**config.mk**
```make
export PLATFORM = sky130hd
export DESIGN_NAME = dependency_aware_task_selector_unit
export DESIGN_NICKNAME = d
export VERILOG_FILES = /design/src/hdl/dats_pkg.sv /design/src/hdl/dats_ctrl.sv /design/src/hdl/dats_dp.sv /design/src/hdl/dependency_aware_task_selector_unit.sv
export SDC_FILE = /design/constraint.sdc
export NUM_CORES = 1
export LEC_CHECK = 0
export BUFFER_PORTS_ARGS = -buffer_cell sky130_fd_sc_hd__buf_2
export CAP_MARGIN = 20
export CORE_ASPECT_RATIO = 1.25
export CORE_MARGIN = 1
export CORE_UTILIZATION = 35
export CTS_CLUSTER_SIZE = 14
export DETAILED_ROUTE_END_ITERATION = 16
export SLEW_MARGIN = 25
export SYNTH_ARGS = -nofsm -noshare
export SYNTH_HDL_FRONTEND = slang
export SYNTH_HIERARCHICAL = 1
export SYNTH_SLANG_ARGS = --single-unit
export TNS_END_PERCENT = 5
```
**constraint.sdc**
```tcl
create_clock -name clk_i -period 9.7 [get_ports clk_i]
set_clock_uncertainty 0.05 [all_clocks]
set_input_delay 0.97 -clock clk_i [delete_from_list [all_inputs] [get_ports clk_i]]
set_output_delay 0.97 -clock clk_i [all_outputs]
set_load 0.01 [all_outputs]
```
**src/hdl/dats_pkg.sv**
```systemverilog
package dats_pkg;

  // table geometry
  localparam int NUM_TASKS = 16;
  localparam int MAX_DEPS  = 8;

  // field widths
  localparam int ID_W     = 4;
  localparam int PRIO_W   = 16;
  localparam int TSTATE_W = 3;
  localparam int MODE_W   = 3;
  localparam int STATUS_W = 2;

  localparam int TI_W     = (NUM_TASKS > 1) ? $clog2(NUM_TASKS) : 1;
  localparam int DC_W     = $clog2(MAX_DEPS + 1);
  localparam int DEP_SPAN = 2 ** ID_W;

  typedef enum logic [MODE_W-1:0] {
    MODE_SET_STATE = 3'd0,
    MODE_SET_PRIO  = 3'd1,
    MODE_ADD_DEP   = 3'd2,
    MODE_REM_DEP   = 3'd3,
    MODE_REM_ALL   = 3'd4,
    MODE_GET_NEXT  = 3'd5
  } mode_e;

  typedef enum logic [STATUS_W-1:0] {
    STATUS_DONE      = 2'd0,
    STATUS_FULL      = 2'd1,
    STATUS_NOT_FOUND = 2'd2
  } status_e;

  localparam logic [TSTATE_W-1:0] TS_INACTIVE = 3'd0;
  localparam logic [TSTATE_W-1:0] TS_FAILED   = 3'd4;
  localparam logic [TSTATE_W-1:0] TS_SUCCESS  = 3'd5;

  typedef enum logic [1:0] {
    CS_IDLE,
    CS_EXEC,
    CS_SCAN,
    CS_DONE
  } ctrl_state_e;

  typedef struct packed {
    logic [MODE_W-1:0] mode;
    logic [ID_W-1:0]   task_index;
    logic [ID_W-1:0]   dep_index;
    logic [PRIO_W-1:0] new_value;
  } in_item_t;

  typedef struct packed {
    logic [ID_W-1:0]     sel_task;
    logic [STATUS_W-1:0] status;
  } out_item_t;

  typedef logic [MAX_DEPS-1:0][ID_W-1:0] dep_row_t;

  typedef struct packed {
    logic load;
    logic exec;
    logic scan;
    logic out_load;
  } ctrl_cmd_t;

  typedef struct packed {
    logic scan_op;
    logic scan_last;
  } dp_sts_t;

endpackage

```
**src/hdl/dats_ctrl.sv**
```systemverilog
module dats_ctrl (
  input  logic               clk_i,
  input  logic               rst_ni,
  input  logic               in_valid_i,
  output logic               in_ready_o,
  output logic               out_valid_o,
  input  logic               out_ready_i,
  input  dats_pkg::dp_sts_t  sts_i,
  output dats_pkg::ctrl_cmd_t cmd_o
);
  import dats_pkg::*;

  ctrl_state_e state_q, state_d;
  logic        out_vld_q, out_vld_d;
  logic        out_free;

  assign out_free = !out_vld_q || out_ready_i;

  always_comb begin
    state_d = state_q;
    unique case (state_q)
      CS_IDLE: begin
        if (in_valid_i) state_d = CS_EXEC;
      end
      CS_EXEC: begin
        state_d = sts_i.scan_op ? CS_SCAN : CS_DONE;
      end
      CS_SCAN: begin
        if (sts_i.scan_last) state_d = CS_DONE;
      end
      CS_DONE: begin
        if (out_free) state_d = CS_IDLE;
      end
      default: state_d = CS_IDLE;
    endcase
  end

  always_comb begin
    cmd_o      = '0;
    in_ready_o = 1'b0;
    unique case (state_q)
      CS_IDLE: begin
        in_ready_o = 1'b1;
        cmd_o.load = in_valid_i;
      end
      CS_EXEC: cmd_o.exec = 1'b1;
      CS_SCAN: cmd_o.scan = 1'b1;
      CS_DONE: cmd_o.out_load = out_free;
      default: cmd_o = '0;
    endcase
  end

  always_comb begin
    if (cmd_o.out_load) begin
      out_vld_d = 1'b1;
    end else if (out_ready_i) begin
      out_vld_d = 1'b0;
    end else begin
      out_vld_d = out_vld_q;
    end
  end

  always_ff @(posedge clk_i or negedge rst_ni) begin
    if (!rst_ni) begin
      state_q   <= CS_IDLE;
      out_vld_q <= 1'b0;
    end else begin
      state_q   <= state_d;
      out_vld_q <= out_vld_d;
    end
  end

  assign out_valid_o = out_vld_q;

endmodule

```
**src/hdl/dats_dp.sv**
```systemverilog
module dats_dp (
  input  logic                      clk_i,
  input  logic                      rst_ni,
  input  dats_pkg::in_item_t        in_item_i,
  input  logic                      cfg_valid_i,
  input  logic [dats_pkg::ID_W-1:0] cfg_data_i,
  input  dats_pkg::ctrl_cmd_t       cmd_i,
  output dats_pkg::dp_sts_t         sts_o,
  output dats_pkg::out_item_t       out_item_o
);
  import dats_pkg::*;

  localparam logic [TI_W-1:0] LAST_TASK = TI_W'(NUM_TASKS - 1);

  in_item_t            item_q;
  logic [ID_W-1:0]     idle_q;

  logic [TSTATE_W-1:0] task_state_q [NUM_TASKS];
  logic [PRIO_W-1:0]   task_prio_q  [NUM_TASKS];
  logic [DC_W-1:0]     dep_cnt_q    [NUM_TASKS];

  dep_row_t            dep_mem [NUM_TASKS];
  dep_row_t            row_q;

  logic                iss_act_q, ev_vld_q;
  logic [TI_W-1:0]     rd_idx_q, ev_idx_q, last_idx_q;

  logic [ID_W-1:0]     best_q;
  logic [PRIO_W-1:0]   top_q;
  logic [STATUS_W-1:0] status_q;
  out_item_t           out_q;

  // decode of the held item
  logic            is_set_state, is_set_prio, is_add, is_rem, is_rem_all, is_next;
  logic            task_ok, dep_ok, scan_op, one_task;
  logic [TI_W-1:0] t_idx;

  assign is_set_state = item_q.mode == MODE_SET_STATE;
  assign is_set_prio  = item_q.mode == MODE_SET_PRIO;
  assign is_add       = item_q.mode == MODE_ADD_DEP;
  assign is_rem       = item_q.mode == MODE_REM_DEP;
  assign is_rem_all   = item_q.mode == MODE_REM_ALL;
  assign is_next      = item_q.mode == MODE_GET_NEXT;
  assign task_ok      = int'(item_q.task_index) < NUM_TASKS;
  assign dep_ok       = int'(item_q.dep_index) < NUM_TASKS;
  assign t_idx        = TI_W'(item_q.task_index);
  assign one_task     = is_rem || is_add;
  assign scan_op      = is_rem_all || is_next || (task_ok && (is_rem || (is_add && dep_ok)));

  assign sts_o.scan_op   = scan_op;
  assign sts_o.scan_last = ev_vld_q && (ev_idx_q == last_idx_q);

  // per-row evaluation of the task under test
  logic [DEP_SPAN-1:0] inactive_ext;
  logic [TSTATE_W-1:0] ev_state;
  logic [PRIO_W-1:0]   ev_prio;
  logic [DC_W-1:0]     ev_cnt;
  logic                blocked, eligible, full, hit;
  logic [MAX_DEPS-1:0] after;
  dep_row_t            add_row, rem_row, wr_row;
  logic                mem_we, ev_fire;

  always_comb begin
    for (int i = 0; i < DEP_SPAN; i++) begin
      inactive_ext[i] = 1'b0;
      if (i < NUM_TASKS) begin
        inactive_ext[i] = task_state_q[i] == TS_INACTIVE;
      end
    end
  end

  always_comb begin
    ev_state = task_state_q[ev_idx_q];
    ev_prio  = task_prio_q[ev_idx_q];
    ev_cnt   = dep_cnt_q[ev_idx_q];
    blocked  = 1'b0;
    hit      = 1'b0;
    for (int k = 0; k < MAX_DEPS; k++) begin
      if (k < int'(ev_cnt) && inactive_ext[row_q[k]]) blocked = 1'b1;
      if (k < int'(ev_cnt) && row_q[k] == item_q.dep_index) hit = 1'b1;
      after[k]   = hit;
      add_row[k] = (k == int'(ev_cnt)) ? item_q.dep_index : row_q[k];
    end
    // close the gap left by the first match
    for (int k = 0; k < MAX_DEPS - 1; k++) begin
      rem_row[k] = after[k] ? row_q[k+1] : row_q[k];
    end
    rem_row[MAX_DEPS-1] = row_q[MAX_DEPS-1];
    eligible = (ev_state != TS_FAILED) && (ev_state != TS_SUCCESS) && !blocked;
    full     = int'(ev_cnt) >= MAX_DEPS;
  end

  assign ev_fire = cmd_i.scan && ev_vld_q;
  assign mem_we  = ev_fire && ((is_add && !full) || ((is_rem || is_rem_all) && hit));
  assign wr_row  = is_add ? add_row : rem_row;

  always_ff @(posedge clk_i) begin
    if (mem_we) dep_mem[ev_idx_q] <= wr_row;
    row_q <= dep_mem[rd_idx_q];
  end

  // task table
  always_ff @(posedge clk_i or negedge rst_ni) begin
    if (!rst_ni) begin
      for (int i = 0; i < NUM_TASKS; i++) begin
        task_state_q[i] <= TS_INACTIVE;
        task_prio_q[i]  <= '0;
        dep_cnt_q[i]    <= '0;
      end
      idle_q <= '0;
    end else begin
      if (cfg_valid_i) idle_q <= cfg_data_i;
      if (cmd_i.exec && !scan_op && task_ok) begin
        if (is_set_state) task_state_q[t_idx] <= item_q.new_value[TSTATE_W-1:0];
        if (is_set_prio)  task_prio_q[t_idx]  <= item_q.new_value;
      end
      if (mem_we) begin
        dep_cnt_q[ev_idx_q] <= is_add ? ev_cnt + DC_W'(1) : ev_cnt - DC_W'(1);
      end
    end
  end

  // scan sequencing
  always_ff @(posedge clk_i or negedge rst_ni) begin
    if (!rst_ni) begin
      iss_act_q <= 1'b0;
      ev_vld_q  <= 1'b0;
    end else if (cmd_i.exec) begin
      iss_act_q <= scan_op;
      ev_vld_q  <= 1'b0;
    end else if (cmd_i.scan) begin
      ev_vld_q <= iss_act_q;
      if (iss_act_q && rd_idx_q == last_idx_q) iss_act_q <= 1'b0;
    end
  end

  always_ff @(posedge clk_i) begin
    if (cmd_i.load) item_q <= in_item_i;
    if (cmd_i.exec) begin
      rd_idx_q   <= one_task ? t_idx : '0;
      last_idx_q <= one_task ? t_idx : LAST_TASK;
      best_q     <= is_next ? idle_q : '0;
      top_q      <= '0;
      status_q   <= is_rem_all ? STATUS_NOT_FOUND : STATUS_DONE;
    end else if (cmd_i.scan) begin
      if (iss_act_q) begin
        ev_idx_q <= rd_idx_q;
        if (rd_idx_q != last_idx_q) rd_idx_q <= rd_idx_q + TI_W'(1);
      end
      if (ev_vld_q) begin
        if (is_next && eligible && ev_prio > top_q) begin
          top_q  <= ev_prio;
          best_q <= ID_W'(ev_idx_q);
        end
        if (is_add) status_q <= full ? STATUS_FULL : STATUS_DONE;
        if (is_rem) status_q <= hit ? STATUS_DONE : STATUS_NOT_FOUND;
        if (is_rem_all && hit) status_q <= STATUS_DONE;
      end
    end
    if (cmd_i.out_load) begin
      out_q.sel_task <= best_q;
      out_q.status   <= status_q;
    end
  end

  assign out_item_o = out_q;

endmodule

```
**src/hdl/dependency_aware_task_selector_unit.sv**
```systemverilog
// Channel   Direction  Handshake                Payload
// in        input      in_valid_i / in_ready_o  in_item_i  (in_item_t)
// out       output     out_valid_o / out_ready_i out_item_o (out_item_t)
// cfg       input      cfg_valid_i / cfg_ready_o cfg_data_i (idle task)
//
// One item at a time. Set state, set priority, unused modes and rejected dependency
// ops go straight from the execute state to the result state, with no scan. Add/remove
// on one task scans only that task's row (one dependency row read, then written back).
// Remove everywhere and get next scan every task row, one row per cycle. Reset clears the
// task table; the dependency memory is not cleared. A stalled output holds its item,
// the next item then waits in the last stage and the input stays blocked until it drains.
module dependency_aware_task_selector_unit (
  input  logic                      clk_i,
  input  logic                      rst_ni,
  input  logic                      in_valid_i,
  output logic                      in_ready_o,
  input  dats_pkg::in_item_t        in_item_i,
  output logic                      out_valid_o,
  input  logic                      out_ready_i,
  output dats_pkg::out_item_t       out_item_o,
  input  logic                      cfg_valid_i,
  output logic                      cfg_ready_o,
  input  logic [dats_pkg::ID_W-1:0] cfg_data_i
);
  import dats_pkg::*;

  ctrl_cmd_t cmd;
  dp_sts_t   sts;

  assign cfg_ready_o = 1'b1;

  dats_ctrl u_ctrl (
    .clk_i       (clk_i),
    .rst_ni      (rst_ni),
    .in_valid_i  (in_valid_i),
    .in_ready_o  (in_ready_o),
    .out_valid_o (out_valid_o),
    .out_ready_i (out_ready_i),
    .sts_i       (sts),
    .cmd_o       (cmd)
  );

  dats_dp u_dp (
    .clk_i       (clk_i),
    .rst_ni      (rst_ni),
    .in_item_i   (in_item_i),
    .cfg_valid_i (cfg_valid_i),
    .cfg_data_i  (cfg_data_i),
    .cmd_i       (cmd),
    .sts_o       (sts),
    .out_item_o  (out_item_o)
  );

  // never overwrite a result that has not been taken
  a_no_overwrite: assert property (@(posedge clk_i) disable iff (!rst_ni)
    (cmd.out_load && out_valid_o) |-> out_ready_i)
    else $error("result overwritten before it was taken");

  // an accepted item keeps the block busy on the next cycle
  a_busy_after_accept: assert property (@(posedge clk_i) disable iff (!rst_ni)
    (in_valid_i && in_ready_o) |=> !in_ready_o)
    else $error("input ready right after accept");

  // scan completion is followed by the result stage, still busy and no longer scanning
  a_scan_in_flight: assert property (@(posedge clk_i) disable iff (!rst_ni)
    (cmd.scan && sts.scan_last) |=> (!in_ready_o && !cmd.scan))
    else $error("scan end not followed by result stage");

endmodule
```
======== Word-level counts from Yosys, hierarchy flattened ========
Memory sizes are Yosys's and may differ from the RTL's. A register that Yosys moved wholly into a read port is not among the register bits.
Cells that the tools add are included.
word-level totals
  logic and storage cells ................. 306
  input bits .............................. 36
  flip-flop bits (word level) ............. 444
  memories ................................ 1
  output and inout port bits .............. 9
  memory bits (writable) .................. 512
memory list
  memory        words  bits a word  read ports  clocked after memory_dff  write ports  RTL line       RTL
  u_dp.dep_mem  16     32           1           1                         1            dats_dp.sv:22  dep_row_t dep_mem [NUM_TASKS];
operators by class
  reductions and logical operators ........ 76
  mux-type cells .......................... 105
  eq/ne operators ......................... 31
  $add $sub $neg .......................... 3
  magnitude comparators ................... 22
  bitwise logic cells ..................... 3
operators with widths
  cell                number
  $bwmux 256          1
  $mux 4              29
  $bmux 16 s4         1
  $bwmux 64           1
  $demux 16 s4        1
  $logic_not 3->1     17
  $bwmux 48           1
  $mux 16             3
  $eq 4x4->1          10
  $lt 4x5->1 const B  8
  $mux 1              40
  $bmux 1 s4          8
  $mux 32             1
  $logic_and 1x1->1   30
  $mux 2              11
  $reduce_and 3->1    6
  $bmux 4 s4          1
  $demux 4 s4         1
  $eq 4x4->1 const A  4
  $gt 16x16->1        1
  $lt 3x4->1 const A  4
  $reduce_bool 2->1   7
  $bmux 3 s4          1
  $demux 3 s4         1
  28 further kinds    52

======== Logic depth before layout (Yosys ltp) ========
Gate-level depths: netlist of the first run.
  word-level depth ........................ 22
  mapped depth ............................ 20
  depth with buffers taken out ............ 12

======== Hierarchy ========
The synthesis of the first run kept the hierarchy.
by module, submodules not included
  module                               area an instance (um2)  times used  seq. area each (um2)  cells an instance
  dats_dp                              42,844.8                1           27,226.1              2,679
  dats_ctrl                            251.5                   1           75.1                  22
  dependency_aware_task_selector_unit  11.3                    1           0.0                   2

======== Worst setup path before layout of the first run ========
Ideal clock, no wire load.
  path type ............................... register to register
  start ................................... register u_dp.ev_idx_q[0]
  end ..................................... register u_dp/dep_cnt_q[12] (netlist bit)
  path buffers ............................ 3
  data required time ...................... 9.525 ns
  arrival time ............................ 5.599 ns
  slack ................................... 3.926 ns
  stages on the path, launching flop included .. 16
  clock period less this slack ............ 5.774 ns
  setup time .............................. 0.125 ns
  cell sequence ........................... edfxtp_1 -> buf_2 -> buf_2 -> mux4_2 -> nor2_1 -> nor2_1 -> o21ai_1 -> inv_1 -> ha_1 -> o32a_1 -> o2111a_1 -> o31a_1 -> o21a_1 -> buf_6 -> nor4_2 -> mux2_2
on the way
  longest elaborated chain between the ends .. 17
  elaborated cells between the ends (all ways) .. 43
  those cells by class .................... add/sub (2); order compare (11); mux (15); bitwise (1); reduce/logical (14)
ends and longest elaborated chain
  what                                       RTL line                       RTL
  start: declaration                         dats_dp.sv:26                  logic [TI_W-1:0] rd_idx_q, ev_idx_q, last_idx_q;
  start signal: assignment                   dats_dp.sv:147                 ev_idx_q <= rd_idx_q;
  $not 4->5 *                                dats_dp.sv:75, dats_dp.sv:118
  $bmux 4 s4                                 dats_dp.sv:75                  ev_cnt = dep_cnt_q[ev_idx_q];
  $mux 4 (implied by the code) (2 in a row)  dats_dp.sv:75
  $lt 1x4->1                                 dats_dp.sv:80                  if (k < int'(ev_cnt) && row_q[k] == item_q.dep_index) hit = 1'b1;
  $logic_and 1x1->1                          dats_dp.sv:80
  $mux 1 (8 in a row)                        dats_dp.sv:80
  $logic_and 1x1->1                          dats_dp.sv:94                  assign mem_we = ev_fire && ((is_add && !full) || ((is_rem || is_rem_all) && hit));
  $logic_or 1x1->1                           dats_dp.sv:94
  $logic_and 1x1->1                          dats_dp.sv:94
  end signal: indexed assignment             dats_dp.sv:118                 dep_cnt_q[ev_idx_q] <= is_add ? ev_cnt + DC_W'(1) : ev_cnt - DC_W'(1);
  end: declaration                           dats_dp.sv:20                  logic [DC_W-1:0] dep_cnt_q [NUM_TASKS];
Mark *: on every way between the ends. The rest lies on a longest branch, timed or not. The select of a mux whose other input is x is not followed.
A chain may end at the register's enable or synchronous reset.

======== Worst setup path in the final report of the first run ========
  start ................................... register u_dp.ev_idx_q[0]
  end ..................................... register u_dp/dep_cnt_q[51] (netlist bit)
The elaborated chain is that of the path after synthesis.

==> reports/results.ini, run 1 <==
[floorplanning]
ios = 45
die-width_um = 316
die_y_um = 394
dieArea_um2 = 125000
core-area_um2 = 122000
initial_core_util = 0.354
rows = 143

[layout]
drive_above_1_share = 0.327
antenna_cells = 0
fin_nets = 2804
area_growth_pct = 13.4
final_area_um2 = 48900

[job]
cap_violations = 0

[logic_synthesis]
syn_nets = 2766
synth_mux_area_frac = 0.231
synth-xor-area-share = 0.00935
async_flop_share = 0.382
synth_compound_area_frac = 0.0502
synth_top_area_share = 0.392
synthTopCellsByCount = edfxtp_1 (563), mux2_2 (395), dfrtp_1 (377)
synth_area_um2 = 43100
synthCells = 2703
synthFlopType = edfxtp_1
yosysSeqAreaShare = 0.633
yosysWarnings = 6
yosysMostFrequentCell = edfxtp_1
synth_area_leaders = edfxtp_1 (39%), dfrtp_1 (22%), mux2_2 (10%)
synth.largest_area_cell = edfxtp_1
synthAdderAreaFrac = 0.00784
ys_ff_latch = 988
synth_top_family_by_area = multiplexers
synth_area_per_cell_um2 = 15.9
synth_edf_count = 563
yosys.area_share.simple = 0.0461
yosys.cell_types.count = 82

[detailed_routing]
drtPass1Iterations = 6
wl_um = 110000
ant_nets = 0
drt-initial-drc-count = 2122
drcViolationCount = 0
viasPerCell = 5.52
wl_per_cell_um = 24.9
vias = 24500

[cts]
clk_transition_reported_paths_ps = 60
cts_tree = built
cts_buffers = 105
htree_levels = 3
cts_resized = 0
postCtsSetupBuffers = 0
clk_latency_ps = 700
hold_buffers = 0
clockBufferDepth = 3
cts_sinks = 988
cts_root_buffer = clkbuf_16

[sta]
final.period_utilization = 0.552
max_freq_mhz = 187
relSlewSlack = 0.308
worst_pin_slew_ps = 1040
rsz0062_at_grt = no
period_needed_ps = 5350
slew_violations = 0
finalSetupViolations = 0
hold_violations = 0
fin_tns_setup_ps = 0

[worst_setup_path]
cp_num_buf_inv = 3
worst_path_largest_cell_delay_ps = 840
critical_path_required_ps = 10230
path_class = flip-flop to flip-flop
reg2reg_from = u_dp/ev_idx_q[0]
rr_endpoint = u_dp/dep_cnt_q[51]
path_depth = 14
arrival_ps = 5880
cp-endpoint = u_dp/dep_cnt_q[51]
crit_family = buffers and inverters
slowest_stage = nor3b_4
cp-start-kind = flip-flop
r2r_slack_ps = 4350
startpoint = u_dp/ev_idx_q[0]
worstPathMaxFanout = 43
end_kind = flip-flop
path_cells = buf_4 > mux4_2 > nor2_1 > nor2_1 > o21ai_1 > inv_1 > ha_1 > o32a_1 > o2111a_1 > o31a_1 > o21a_1 > nor3b_4 > buf_4 > mux2_2
rr_worst_depth = 14

[pwr]
power-per-cell-area_nw_per_um2 = 282
ir_drop_uv = 250
p_leak_uw = 0.0191
total_power_uw = 13800

[grt]
grt_max_degree = 147
grtUsageTotal = 0.177
grt_pass1_wl_um = 164000
antenna_found_initial = 5
grt_pass1_vias = 24600
gr-total-overflow = 0

[place]
hpwl_um = 64600
placed_cell_area_um2 = 45200
portBuffers = 43
gp_congestion = 0.897

[run_status]
status = finished clean

[hold_path]
hold_path.class = input port to asynchronous set/reset pin

-- registers in the layout, summed over array words and instances (netlist names) --
signal,flops
u_dp/best_q,4
u_dp/idle_q,4
u_dp/item_q,23
u_dp/iss_act_q,1
u_ctrl/out_valid_o,1
u_dp/ev_vld_q,1
u_dp/rem_row,4
u_dp/last_idx_q,4
u_dp/ev_idx_q,4
u_dp/out_item_o,6
u_dp/dep_cnt_q,64
u_dp/task_prio_q,256
u_dp/dep_mem,512
u_dp/row_q,28
u_dp/task_state_q,48
u_dp/top_q,16
u_ctrl/state_q,2
u_dp/rd_idx_q,4
u_dp/t_idx,4
u_dp/status_q,2
-- logic make-up (layout without fill, tap and decap cells) --
logic type,count (synthesis),count (layout)
flops,988,988
buf+inv,237,366
simple gates,376,376
fa+ha+maj,27,27
mux,705,705
other cells,1,1
compound gates,323,323
xor+xnor,46,46
-- layer usage --
| metal | global-route usage | vias to the layer above | part of all wire |
|---|---|---|---|
| met2 | 0.294 | 669 | 0.50 |
| met3 | 0.0242 | 164 | 0.044 |
| met1 | 0.239 | 13000 | 0.43 |
| li1 | - | 10600 | - |
| met4 | 0.0537 | 0 | 0.025 |
| met5 | 0 | - | 0 |
-- cell type report --
class                      instances  area, um2
inverter                          59        221
clock buffer                     150       3090
sequential                       988      27300
clock inverter                    48        502
tap                             1595       2000
fill                           11100      72900
multi-input combinational       1478      15000
timing repair buffer             109        795
-- cell usage in the layout (no fill, tap or decap), types with 8 or more instances in the layout --
cell type	n
or3_1	19
and3_1	11
nand3_1	34
mux4_2	188
clkbuf_1	18
nor2b_1	14
mux2i_1	110
inv_1	43
xor2_1	29
inv_2	12
nor3_1	36
clkinv_2	21
o21ai_0	87
nand4_1	14
a22oi_1	38
nand3b_1	11
buf_4	59
nor4_1	22
mux2_4	9
edfxtp_1	563
a221oi_1	32
dfxtp_1	48
buf_2	42
clkbuf_16	107
ha_1	27
mux2_2	395
dfrtp_1	377
nor2_1	54
xnor2_1	14
nand2b_1	15
a21oi_1	66
clkbuf_8	26
nand2_1	99
a221o_1	12
o21ai_1	12
clkinv_1	8
-- power breakdown --
part / switching, uW / internal, uW
Clock: 1670 / 2410
Sequential: 469 / 5380
Combinational: 2340 / 1530
-- worst min-delay path by stage --
stage	startpoint	to	slack, ps
4_1_cts	rst_ni	u_dp/task_prio_q[172]	270
6_report	rst_ni	u_dp/task_prio_q[172]	240
3_5_place_dp	u_dp/rd_idx_q[0]	u_dp/ev_idx_q[0]	390
5_1_grt	rst_ni	u_dp/task_prio_q[172]	310
2_1_floorplan	u_dp/status_q[0]	u_dp/out_item_o[0]	350
3_3_place_gp	u_dp/rd_idx_q[0]	u_dp/ev_idx_q[0]	400
-- metrics by stage --
stage          worst slack [ps]  cells  utilization  hold slack, ps
5_1_grt                    4000   4427        0.401             309
6_report                   4350   4427        0.401             241
2_1_floorplan              3930   2703            -             350
3_3_place_gp               4090   4224        0.371             397
4_1_cts                    4030   4424        0.401             271
3_5_place_dp               4040   4226        0.371             391
No activity file was read; power rests on OpenSTA's default activity.
==> inputs of run 2 (changes only) <==
- clock period: 9.7 -> 4.8 ns (I/O delays scaled with it)
==> run 2 against run 1 <==
Final area rose by 1.3%. Flip-flop and latch count is the same. Total power rose by 100%. Critical path depth fell by 2. Combinational power up 110%. Utilization rose by 0.52 points. Worst setup slack worse by 4000 ps. Sequential power up 100%. Worst hold slack got worse by 220 ps. Via count up 0.40%. Routed wire length is 0.29% higher.
==> reports/results.ini, run 2 (synthesized netlist as in run 1, its figures left out) <==
[run_status]
status = finished clean

[pwr]
p_leak_uw = 0.0194  ; +1.7%
pwr-share-clk = 0.281  ; -0.014
power-per-cell-area_nw_per_um2 = 559  ; +98%
p_switching_uw = 9140  ; +100%
total_power_uw = 27700  ; +100%
combPwrFrac = 0.292  ; +0.011
seqPwrFrac = 0.427  ; +0.003
ir_drop_uv = 352  ; +41%
intPower_uw = 18600  ; +99%
switching_share = 0.330  ; +0.00544

[detailed_routing]
viasPerCell = 5.44  ; -1.6%
drt-initial-drc-count = 1930  ; -9.0%
wl_per_cell_um = 24.4  ; -1.7%
ant_nets = 0  ; unchanged
drcViolationCount = 0  ; unchanged
wl_um = 110000  ; +0.29%
vias = 24600  ; +0.40%
drtPass1Iterations = 5  ; -1

[hold_path]
hold_path.class = input port to flip-flop

[cts]
clockBufferDepth = 3  ; unchanged
cts_buffers = 102  ; -2.9%
postCtsSetupBuffers = 0  ; unchanged
cts_root_buffer = clkbuf_16
cts_tree = built
cts_sinks = 988  ; unchanged
clk_transition_reported_paths_ps = 60  ; about the same
htree_levels = 3  ; unchanged
clk_latency_ps = 720  ; +20 ps

[layout]
final_common_cell = edfxtp_1
drive_above_1_share = 0.327  ; about the same
largest-register = u_dp/dep_mem
largestRegisters = u_dp/dep_mem x512, u_dp/task_prio_q x256, u_dp/dep_cnt_q x64
fillers = 11100  ; -0.25%
layout_common_cells = edfxtp_1 (563), mux2_2 (395), dfrtp_1 (377)
final_area_um2 = 49500  ; +1.3%
utilization = 0.407  ; +0.00525
antenna_cells = 0  ; unchanged
area_growth_pct = 14.9
largest_reg_flops = 512  ; unchanged
fin_nets = 2896  ; +3.3%
instances_no_fill = 4516  ; +2.0%

[sta]
rsz0062_at_grt = no
hold_violations = 0  ; unchanged
finalSetupViolations = 0  ; unchanged
worst_pin_slew_ps = 968  ; -69.9 ps
max_freq_mhz = 225  ; +20%
final.period_utilization = 0.928  ; +0.376
period_needed_ps = 4450  ; -899 ps
relSlewSlack = 0.355  ; +0.0466
fin_hold_ws_ps = 24.1  ; -216 ps
slew_violations = 0  ; unchanged

[grt]
antenna_found_initial = 0  ; -5
grt_max_degree = 102  ; -31%
grtUsageTotal = 0.178  ; +0.00102
grt_pass1_wl_um = 166000  ; +1.3%
grt_pass1_vias = 25400  ; +3.0%
gr-total-overflow = 0  ; unchanged

[floorplanning]
die_y_um = 394  ; unchanged
dieArea_um2 = 125000  ; unchanged
rows = 143  ; unchanged
ios = 45  ; unchanged
core-area_um2 = 122000  ; unchanged
initial_core_util = 0.354  ; unchanged
die-width_um = 316  ; unchanged

[place]
placed_cell_area_um2 = 45900  ; +1.5%
place_inst = 4291  ; +1.5%
gp_congestion = 0.862  ; -3.9%
hpwl_um = 68000  ; +5.3%
portBuffers = 43  ; unchanged

[worst_setup_path]
cp-start-kind = flip-flop
worstPathMaxFanout = 21  ; -51%
arrival_ps = 4760  ; -1120 ps
critical_path_required_ps = 5100  ; -5130 ps
path_class = flip-flop to flip-flop
end_kind = flip-flop

[job]
cap_violations = 0  ; unchanged

[run 2: cell count changes in the layout (fill, tap and decap cells not counted), sizes merged]
cell	before	now
buf	108	172
clkbuf	151	138
clkinv	36	43
clkinvlp	4	1
dlygate4sd3	0	32
inv	60	62
[run 2: final cells by class]
class                   count  area [um2]  share of cell area
clock inverters            54         551              0.0111
multi-input cells        1478       14900               0.301
inverters                  59         221             0.00447
repair buffers            204        1820              0.0366
clock buffers             138        2730              0.0551
well taps                1595        2000              0.0403
flip-flops and latches    988       27300               0.551
[run 2: critical path, cell delays in order (launching register included)]
cell and delay, ps:
edfxtp_1 440, buf_12 240, buf_4 250, mux4_2 510, mux4_2 550, ha_1 330, o21ai_0 90, a211o_1 290
a21oi_1 140, o211a_1 160, o221a_2 180, or4b_1 480, o21ai_1 360
[run 2: layer usage]
metal | wire length, um | part of all wire | GRT usage | vias to the layer above
met5 | 0 | 0 | 0 | -
met4 | 2800 | 0.025 | 0.0548 | 0
met3 | 5060 | 0.046 | 0.0254 | 163
met2 | 55600 | 0.50 | 0.301 | 645
met1 | 46900 | 0.42 | 0.235 | 13000
li1 | - | - | - | 10800
[run 2: power by group through the flow]
stage               registers (uW)  logic, uW  clock network [uW]
finish                       11800       8090                7780
global route                 11900       8730                8270
CTS                          11800       8110                7940
detailed placement           12000       8060                   0
global placement             12000       7930                   0
floorplan                    11400       5650                   0
[run 2: path summary, 6_finish.rpt]
path / startpoint / endpoint / slack (ps) / depth (start not counted)
max: u_dp/ev_idx_q[0] / u_dp/best_q[0] / 350 / 12
min reg2reg: u_dp/top_q[2] / u_dp/top_q[2] / 430 / 2
min: out_ready_i / u_ctrl/out_valid_o / 20 / 3
max in group asynchronous: rst_ni / u_dp/task_prio_q[224] / 3040 / 3
max reg2reg: u_dp/ev_idx_q[0] / u_dp/best_q[0] / 350 / 12
min in group asynchronous: rst_ni / u_dp/idle_q[2] / 400 / 2
[run 2: timing repair]
action | 4_1_cts | 5_1_grt
resized for setup | 0 | 0
hold buffers | 32 | 0
hold endpoints to repair | 127 | 0
[run 2: metrics by stage]
stage	setup WS [ps]	TNS, ps
floorplan	-289	-3200
global placement	410	0
detailed placement	349	0
CTS	274	0
global route	37.2	0
finish	348	0
